`src/rtl/amdh_pkg.sv`:
```
// Package for the AES-128 based Merkle-Damgard hash block.
// Holds payload structs, queue entry type, state enums, constants and the AES S-box.
// No dependencies.
package amdh_pkg;

   localparam logic [31:0] INIT_VALUE_RESET = 32'h7856_3412;
   localparam int QueueDepth = 4;
   localparam logic [7:0] PAD_MARKER = 8'h80;

   localparam logic CSR_INITIAL_VALUE = 1'b0;
   localparam logic CSR_PAD_ENABLE    = 1'b1;

   typedef struct packed {
      logic [31:0] chain_in;
      logic        start_from_chain;
      logic        last_byte;
      logic        byte_valid;
      logic [7:0]  message_byte;
   } req_word_type;

   typedef struct packed {
      logic        partial_dropped;
      logic [31:0] hash_out;
   } rsp_word_type;

   typedef enum logic [1:0] {
      JOB_BLOCK  = 2'd0,
      JOB_FINAL  = 2'd1,
      JOB_FINAL2 = 2'd2
   } job_kind_type;

   // One queued job: up to two blocks to compress and, optionally, a result to emit after them.
   typedef struct packed {
      job_kind_type  kind;
      logic          load_chain;
      logic [31:0]   chain;
      logic [127:0]  block;
      logic [127:0]  block2;
      logic          compress;
      logic          dropped;
   } job_type;

   typedef enum logic [1:0] {
      BE_IDLE  = 2'd0,
      BE_RUN   = 2'd1,
      BE_RESP  = 2'd2
   } be_state_type;

   function automatic logic [7:0] sbox(input logic [7:0] x);
      logic [7:0] t [256];
      t = '{
 8'h63,8'h7c,8'h77,8'h7b,8'hf2,8'h6b,8'h6f,8'hc5,8'h30,8'h01,8'h67,8'h2b,8'hfe,8'hd7,8'hab,8'h76,
 8'hca,8'h82,8'hc9,8'h7d,8'hfa,8'h59,8'h47,8'hf0,8'had,8'hd4,8'ha2,8'haf,8'h9c,8'ha4,8'h72,8'hc0,
 8'hb7,8'hfd,8'h93,8'h26,8'h36,8'h3f,8'hf7,8'hcc,8'h34,8'ha5,8'he5,8'hf1,8'h71,8'hd8,8'h31,8'h15,
 8'h04,8'hc7,8'h23,8'hc3,8'h18,8'h96,8'h05,8'h9a,8'h07,8'h12,8'h80,8'he2,8'heb,8'h27,8'hb2,8'h75,
 8'h09,8'h83,8'h2c,8'h1a,8'h1b,8'h6e,8'h5a,8'ha0,8'h52,8'h3b,8'hd6,8'hb3,8'h29,8'he3,8'h2f,8'h84,
 8'h53,8'hd1,8'h00,8'hed,8'h20,8'hfc,8'hb1,8'h5b,8'h6a,8'hcb,8'hbe,8'h39,8'h4a,8'h4c,8'h58,8'hcf,
 8'hd0,8'hef,8'haa,8'hfb,8'h43,8'h4d,8'h33,8'h85,8'h45,8'hf9,8'h02,8'h7f,8'h50,8'h3c,8'h9f,8'ha8,
 8'h51,8'ha3,8'h40,8'h8f,8'h92,8'h9d,8'h38,8'hf5,8'hbc,8'hb6,8'hda,8'h21,8'h10,8'hff,8'hf3,8'hd2,
 8'hcd,8'h0c,8'h13,8'hec,8'h5f,8'h97,8'h44,8'h17,8'hc4,8'ha7,8'h7e,8'h3d,8'h64,8'h5d,8'h19,8'h73,
 8'h60,8'h81,8'h4f,8'hdc,8'h22,8'h2a,8'h90,8'h88,8'h46,8'hee,8'hb8,8'h14,8'hde,8'h5e,8'h0b,8'hdb,
 8'he0,8'h32,8'h3a,8'h0a,8'h49,8'h06,8'h24,8'h5c,8'hc2,8'hd3,8'hac,8'h62,8'h91,8'h95,8'he4,8'h79,
 8'he7,8'hc8,8'h37,8'h6d,8'h8d,8'hd5,8'h4e,8'ha9,8'h6c,8'h56,8'hf4,8'hea,8'h65,8'h7a,8'hae,8'h08,
 8'hba,8'h78,8'h25,8'h2e,8'h1c,8'ha6,8'hb4,8'hc6,8'he8,8'hdd,8'h74,8'h1f,8'h4b,8'hbd,8'h8b,8'h8a,
 8'h70,8'h3e,8'hb5,8'h66,8'h48,8'h03,8'hf6,8'h0e,8'h61,8'h35,8'h57,8'hb9,8'h86,8'hc1,8'h1d,8'h9e,
 8'he1,8'hf8,8'h98,8'h11,8'h69,8'hd9,8'h8e,8'h94,8'h9b,8'h1e,8'h87,8'he9,8'hce,8'h55,8'h28,8'hdf,
 8'h8c,8'ha1,8'h89,8'h0d,8'hbf,8'he6,8'h42,8'h68,8'h41,8'h99,8'h2d,8'h0f,8'hb0,8'h54,8'hbb,8'h16};
      return t[x];
   endfunction

   function automatic logic [7:0] xtime(input logic [7:0] v);
      return {v[6:0], 1'b0} ^ (v[7] ? 8'h1b : 8'h00);
   endfunction

endpackage

```
`src/rtl/amdh_front.sv`:
```
// Front end: packs bytes into blocks, tracks length and builds padding jobs.
// Depends on amdh_pkg.
module amdh_front (
   input  logic                  clock,
   input  logic                  reset,
   input  logic                  req_valid,
   output logic                  req_stall,
   input  amdh_pkg::req_word_type req_word,
   input  logic [31:0]           initial_value,
   input  logic                  pad_enable,
   output logic                  job_valid,
   input  logic                  job_full,
   output amdh_pkg::job_type     job
);
   import amdh_pkg::*;

   logic [7:0]  buffer_ff [16];
   logic [3:0]  fill_ff;
   logic [63:0] length_ff;
   logic        in_message_ff;

   logic        accept;
   logic        first;
   logic [4:0]  fill_next;
   logic [3:0]  fill_in;
   logic [63:0] length_in;
   logic [7:0]  blk [16];
   logic [127:0] full_block;
   logic [127:0] pad_block;
   logic [127:0] len_block;

   assign req_stall = job_full;
   assign accept = req_valid && !req_stall;
   assign first = !in_message_ff;

   always_comb begin
      fill_next = {1'b0, first ? 4'd0 : fill_ff} + {4'd0, req_word.byte_valid};
      length_in = (first ? 64'd0 : length_ff) + {63'd0, req_word.byte_valid};
      fill_in = fill_next[3:0];
      for (int i = 0; i < 16; i++) begin
         blk[i] = buffer_ff[i];
      end
      if (req_word.byte_valid) begin
         blk[first ? 4'd0 : fill_ff] = req_word.message_byte;
      end
      for (int i = 0; i < 16; i++) begin
         full_block[8*i +: 8] = blk[i];
         pad_block[8*i +: 8] = (5'(i) < {1'b0, fill_in}) ? blk[i] : 8'h00;
         len_block[8*i +: 8] = 8'h00;
      end
      pad_block[8*fill_in +: 8] = PAD_MARKER;
      len_block[127:64] = length_in;
      if (fill_in <= 4'd8) begin
         pad_block[127:64] = length_in;
      end
   end

   always_comb begin
      job = '0;
      job.load_chain = first;
      job.chain = req_word.start_from_chain ? req_word.chain_in : initial_value;
      job.block = full_block;
      job.block2 = len_block;
      job.compress = fill_next[4];
      job.kind = JOB_BLOCK;
      job.dropped = 1'b0;
      job_valid = 1'b0;
      if (accept) begin
         if (req_word.last_byte) begin
            job_valid = 1'b1;
            if (pad_enable) begin
               job.block = pad_block;
               job.compress = 1'b1;
               job.kind = (fill_in <= 4'd8) ? JOB_FINAL : JOB_FINAL2;
            end else begin
               job.kind = JOB_FINAL;
               job.dropped = (fill_in != 4'd0);
            end
            // A full block completed by this item is still hashed first.
            if (fill_next[4]) begin
               job.block2 = full_block;
               job.kind = pad_enable ? JOB_FINAL2 : JOB_FINAL;
               job.compress = 1'b1;
               if (pad_enable) begin
                  job.block = full_block;
                  job.block2 = pad_block;
               end
            end
         end else if (fill_next[4] || first) begin
            job_valid = 1'b1;
         end
      end
   end

   always_ff @(posedge clock) begin
      if (reset) begin
         fill_ff <= '0;
         length_ff <= '0;
         in_message_ff <= 1'b0;
      end else if (accept) begin
         fill_ff <= req_word.last_byte ? 4'd0 : fill_in;
         length_ff <= length_in;
         in_message_ff <= !req_word.last_byte;
      end
   end

   always_ff @(posedge clock) begin
      if (accept && req_word.byte_valid) begin
         buffer_ff[first ? 4'd0 : fill_ff] <= req_word.message_byte;
      end
   end

`ifndef SYNTH
   a_fill_cleared_after_last: assert property (@(posedge clock) disable iff (reset)
      accept && req_word.last_byte |=> fill_ff == 4'd0 && !in_message_ff)
      else $error("fill not cleared after last");
   a_job_when_last: assert property (@(posedge clock) disable iff (reset)
      accept && req_word.last_byte |-> job_valid)
      else $error("last item produced no job");
   a_no_job_when_stalled: assert property (@(posedge clock) disable iff (reset)
      job_full |-> !job_valid)
      else $error("job pushed into full queue");
`endif
endmodule

```
`config.mk`:
```
export PLATFORM = sky130hd
export DESIGN_NAME = amdh_front
export DESIGN_NICKNAME = d
export VERILOG_FILES = /design/src/rtl/amdh_pkg.sv /design/src/rtl/amdh_front.sv
export SDC_FILE = /design/constraint.sdc
export NUM_CORES = 1
export LEC_CHECK = 0
export BUFFER_PORTS_ARGS = -buffer_cell sky130_fd_sc_hd__buf_2
export CORE_MARGIN = 2
export CORE_UTILIZATION = 25
export DETAILED_ROUTE_END_ITERATION = 16
export PLACE_DENSITY = 0.48
export SETUP_SLACK_MARGIN = 0.15
export SLEW_MARGIN = 0
export SYNTH_ARGS = -nofsm -noshare
export SYNTH_HDL_FRONTEND = slang
export SYNTH_SLANG_ARGS = --single-unit
```
`constraint.sdc`:
```
create_clock -name clock -period 6.9 [get_ports clock]
set_input_delay 1.38 -clock clock [delete_from_list [all_inputs] [get_ports clock]]
set_output_delay 1.38 -clock clock [all_outputs]
set_load 0.005 [all_outputs]
```
# Word level (Yosys, flattened, before mapping)
# Memories as Yosys holds them, arrays and structs flattened.
# Index checks and enable logic that the tools add are counted.
# W data, S select, Z words.
# totals
mem_bits_rw	128
output_inout_bits	295
wordCells	79
memories	1
reg_bits	69
in_bits	80
# mem_list
name	depth	width	read_ports	rd_ports_with_merged_regs	wr	line_no	source
buffer_ff	16	8	16	0	1	amdh_front.sv:17	logic [7:0] buffer_ff [16];
# op_classes
n_reduce_logical	8
n_addsub	3
n_bitwise	1
shifts	2
mux	43
order_cmp	18
# op_table
operator	count
$mux W258	2
$mux W257	1
$bwmux W128	2
$mux W128	2
$mux W256	1
$mux W64	2
$mux W8	16
$shift A8 B34 Y128 const A	1
$shiftx A8 B34 Y128 const A	1
$add A64 B1 Y64	1
$neg A7 Y34	1
$demux W8 S4	1
$mux W32	1
$lt A4 B4 Y1 const A	7
$lt A3 B4 Y1 const A	4
$mux W2	6
$lt A1 B4 Y1 const A	2
$lt A2 B4 Y1 const A	2
$mux W4	2
$mux W1	7
$add A4 B1 Y5	1
$ge A5 B5 Y1 const B	1
$lt A5 B1 Y1 const B	1
$not A4 Y5	1
other kinds (5)	9

# Depth between registers and ports, before layout
# depth
depth_word	16
ltp_mapped	20
depth_no_buf	12

# Worst setup path before layout
# Ideal clock, no wire load.
# synth_timing
path_type	register to output
from	reg in_message_ff
to	out job[241] (netlist bit)
n_path_buf	8
required_ps	5520
stages_incl_launch_ff	21
setup_slack_ps	1322
arrival_time_ps	4198
cell_sequence	dfxtp_1 buf_4 buf_6 buf_2 clkbuf_1 clkbuf_1 clkbuf_1 and2_1 ha_1 buf_1 nand2_1 or3_1 a21oi_1 ha_1 clkbuf_1 nor2b_1 nand2_1 o22ai_1 a211oi_1 a211o_1 o31a_1
# synth_lines
element	line_no	source
from (decl)	amdh_front.sv:20	logic in_message_ff;
from (signal assigned)	amdh_front.sv:103	in_message_ff <= !req_word.last_byte;
to (decl)	amdh_front.sv:13	output amdh_pkg::job_type job

==> summary.md <==
| Metric | Value |
|---|---|
| Via count | 13,700 |
| Seq cells post-synth | 197 |
| Asr flop ratio synth | 0% |
| CP Class | in -> out |
| Hold EP | length_ff[0]$_SDFFE_PP0P_ |
| Top-area cell type share of the netlist area | 27.9% |
| Reg-to-reg setup timing slack | 3240 ps |
| Max FO, Critical Path | 17 |
| Vias in the first global route | 12,600 |
| Worst hold margin | 463 ps |
| Worst reg2reg path depth | 9 |
| Maximum vdd drop | 0.162 mV |
| Place WS | 434 ps |
| Largest net degree at the start of global routing | 90 |
| Syn nets | 1,640 |
| Remaining global-route overflow | 0 |
| Reg clk slew, reported paths | 80 ps |
| Primary FF master, synth | edfxtp_1 |
| CP endpoint kind | output pin |
| Sequential share of the synthesized area | 37.9% |
| Fin crit share | 93.2% |
| Data arrival, critical path | 5050 ps |
| Share of layout cells above drive strength 1 | 28.9% |
| Post-synth EDFFs | 128 |
| Clock root buffer | clkbuf_16 |
| Hold_sp | length_ff[0]$_SDFFE_PP0P_ |
| # Post-CTS Setup Buffers | 0 |
| Layout Nets | 1,943 |
| Post-layout min period | 6430 ps |
| Post-synth cell types | 79 |
| Largest area contributor in the netlist | edfxtp_1 |
| GRT met1 Usage | 27.1% |
| Non-Filler Instances | 2,572 |
| First-pass detailed-route iteration total | 5 |
| Die ar. | 0.0570 mm2 |
| Clock Tree Buf Depth | 2 |
| HP Class | reg -> reg |
| Clock Sinks | 197 |
| Worst-Skew Late Latency | 490 ps |
| Setup TNS Final | 0 ps |
| Final Total Pwr | 2.50 mW |
| Drt via density | 5.31 |
| Fmax | 155 MHz |
| GRT Util Overall | 19.9% |
| Status | completed |
| R2R Path End | length_ff[30]$_SDFFE_PP0P_ |
| Final worst slack | 467 ps |
| Gr busiest metal | met2 |
| # port buffers | 374 |
| Initial Util | 25.2% |
| Commonest non-fill, non-tap cell in the layout | buf_2 |
| DR DRC count | 0 |
| Synthesized area per cell | 8.89 um2 |
| CTS buffer count | 17 |
| Max-slew headroom | 16.2% |
| Die height | 239 um |
| Final setup viols | 0 |
| Leakage | 6.47 nW |
| Mapped Area | 0.0138 mm2 |
| Antenna violations before repair | 1 |
| CORE AREA | 0.0548 mm2 |
| Slew Viols, Final | 0 |
| RSZ-0062 raised after global routing | false |
| Cell count after synthesis | 1,551 |
| Grt met3 use | 3.46% |
| Top-Level Pins | 375 |
| Post-route ant nets | 0 |
| Startpoint Class | primary input |
| Placed Instances | 2,539 |
| Routability Congestion | 0.950 |
| Initial DRC count | 1,291 |
| Max cap viols | 0 |
| Die width | 239 um |
| P per Cell Area | 148 mW/mm2 |
| Global-route wire length before repair | 84.2 mm |
| Reg2Reg Launch Point | in_message_ff$_SDFFE_PP0P_ |
| TritonCTS clock tree | done |
| Least-Margin Pin Slew | 1250 ps |
| Met2 usage in global routing | 32.5% |
| Synth-to-layout area growth | 22.7% |
| WL/cell | 22.8 um |
| FF/Latch Area | 0.00523 mm2 |
| Dominant cells by area after synthesis | edfxtp_1 (28%), mux2i_1 (12%), dfxtp_1 (10%) |
| Number of fill cells | 5,778 |
| Layout Skew | 22.2 ps |
| Post-DP HPWL | 44.3 mm |
| Multi-input logic area | 0.00799 mm2 |
| Synth Warn # | 0 |
| H-tree Lvls | 4 |
| Most frequent cells in the layout | buf_2 (374), nor2_1 (201), mux2i_1 (166) |
| WP data required | 5520 ps |
| Endpoints failing hold | 0 |
| Worst hold stages | 2 |
| Row cnt | 86 |
| Final WL | 58.7 mm |
critical path, cell delays in order:
cell	delay, ps
buf_2	180
ha_1	550
nand3_1	200
and2_1	240
o21ai_0	480
ha_1	350
nor2b_1	150
nand2_1	70
o22ai_1	390
a211oi_1	270
a211o_1	340
o31a_1	290
buf_2	140
kinds of logic after synthesis:
family | Yosys count | synth area share, %
buffers and inverters | 142 | 4.38
AND/OR/NAND/NOR | 648 | 24.7
flip-flops | 197 | 37.9
adder cells (fa/ha/maj) | 10 | 0.889
multiplexers | 205 | 15.2
XOR/XNOR | 59 | 3.75
AO/OA/AOI/OAI | 290 | 13.2
sequential cells by signal, summed over array words and instances (netlist names):
| signal | cells |
|---|---|
| buffer_ff | 128 |
| fill_ff | 4 |
| in_message_ff | 1 |
| length_ff | 64 |
worst max-delay path by stage:
| stage | from | end | slack (ps) | cells after the start |
|---|---|---|---|---|
| 2_1_floorplan | in_message_ff$_SDFFE_PP0P_ | job[241] | 1320 | 20 |
| 3_3_place_gp | req_word[8] | job[238] | 520 | 13 |
| 3_5_place_dp | req_word[8] | job[238] | 430 | 13 |
| 4_1_cts | req_word[8] | job[238] | 420 | 13 |
| 5_1_grt | req_word[8] | job[241] | 250 | 13 |
| 6_report | req_word[8] | job[241] | 470 | 13 |
layer usage:
layer | share of wire, % | wire length (um) | up-vias
li1 | - | - | 6321
met1 | 44 | 25600 | 6613
met2 | 47 | 27500 | 660
met3 | 7.6 | 4440 | 61
met4 | 2.0 | 1160 | 0
met5 | 0 | 0 | -
cell usage after synthesis (29+ instances only):
library cell	number
nand3_1	44
o22ai_1	65
dfxtp_1	69
mux2i_1	166
nand2_1	145
nor3_1	34
a21oi_1	67
edfxtp_1	128
clkbuf_1	77
o21ai_0	61
mux2_2	39
nor2_1	202
xnor2_1	38
nand4_1	36
buf_2	29
what timing repair did:
item	in CTS	in global routing
resized for setup	0	1
hold buffers	0	0
endpoints found under the setup margin	0	5
metrics by stage:
stage | util (%) | instance area [um2]
floorplan | - | 13800
global placement | 29.8 | 16300
detailed placement | 29.8 | 16300
CTS | 30.9 | 16900
global route | 30.9 | 16900
finish | 30.9 | 16900
cell type report:
| cell class | instances | area share, % |
|---|---|---|
| Clock buffer | 17 | 2.51 |
| Clock inverter | 15 | 0.821 |
| Sequential cell | 197 | 30.9 |
| Inverter | 12 | 0.266 |
| Antenna cell | 1 | 0.0148 |
| Tap cell | 704 | 5.21 |
| Timing Repair Buffer | 414 | 13.1 |
| Multi-Input combinational cell | 1212 | 47.2 |
report_power, final:
part           internal, mW  switching [mW]  leakage (nW)  total, mW
logic                0.0830           0.159          4.50      0.242
registers              1.26         0.00496          1.71       1.26
clock network         0.477           0.525         0.269       1.00
Power figures use the tool's default switching activity.
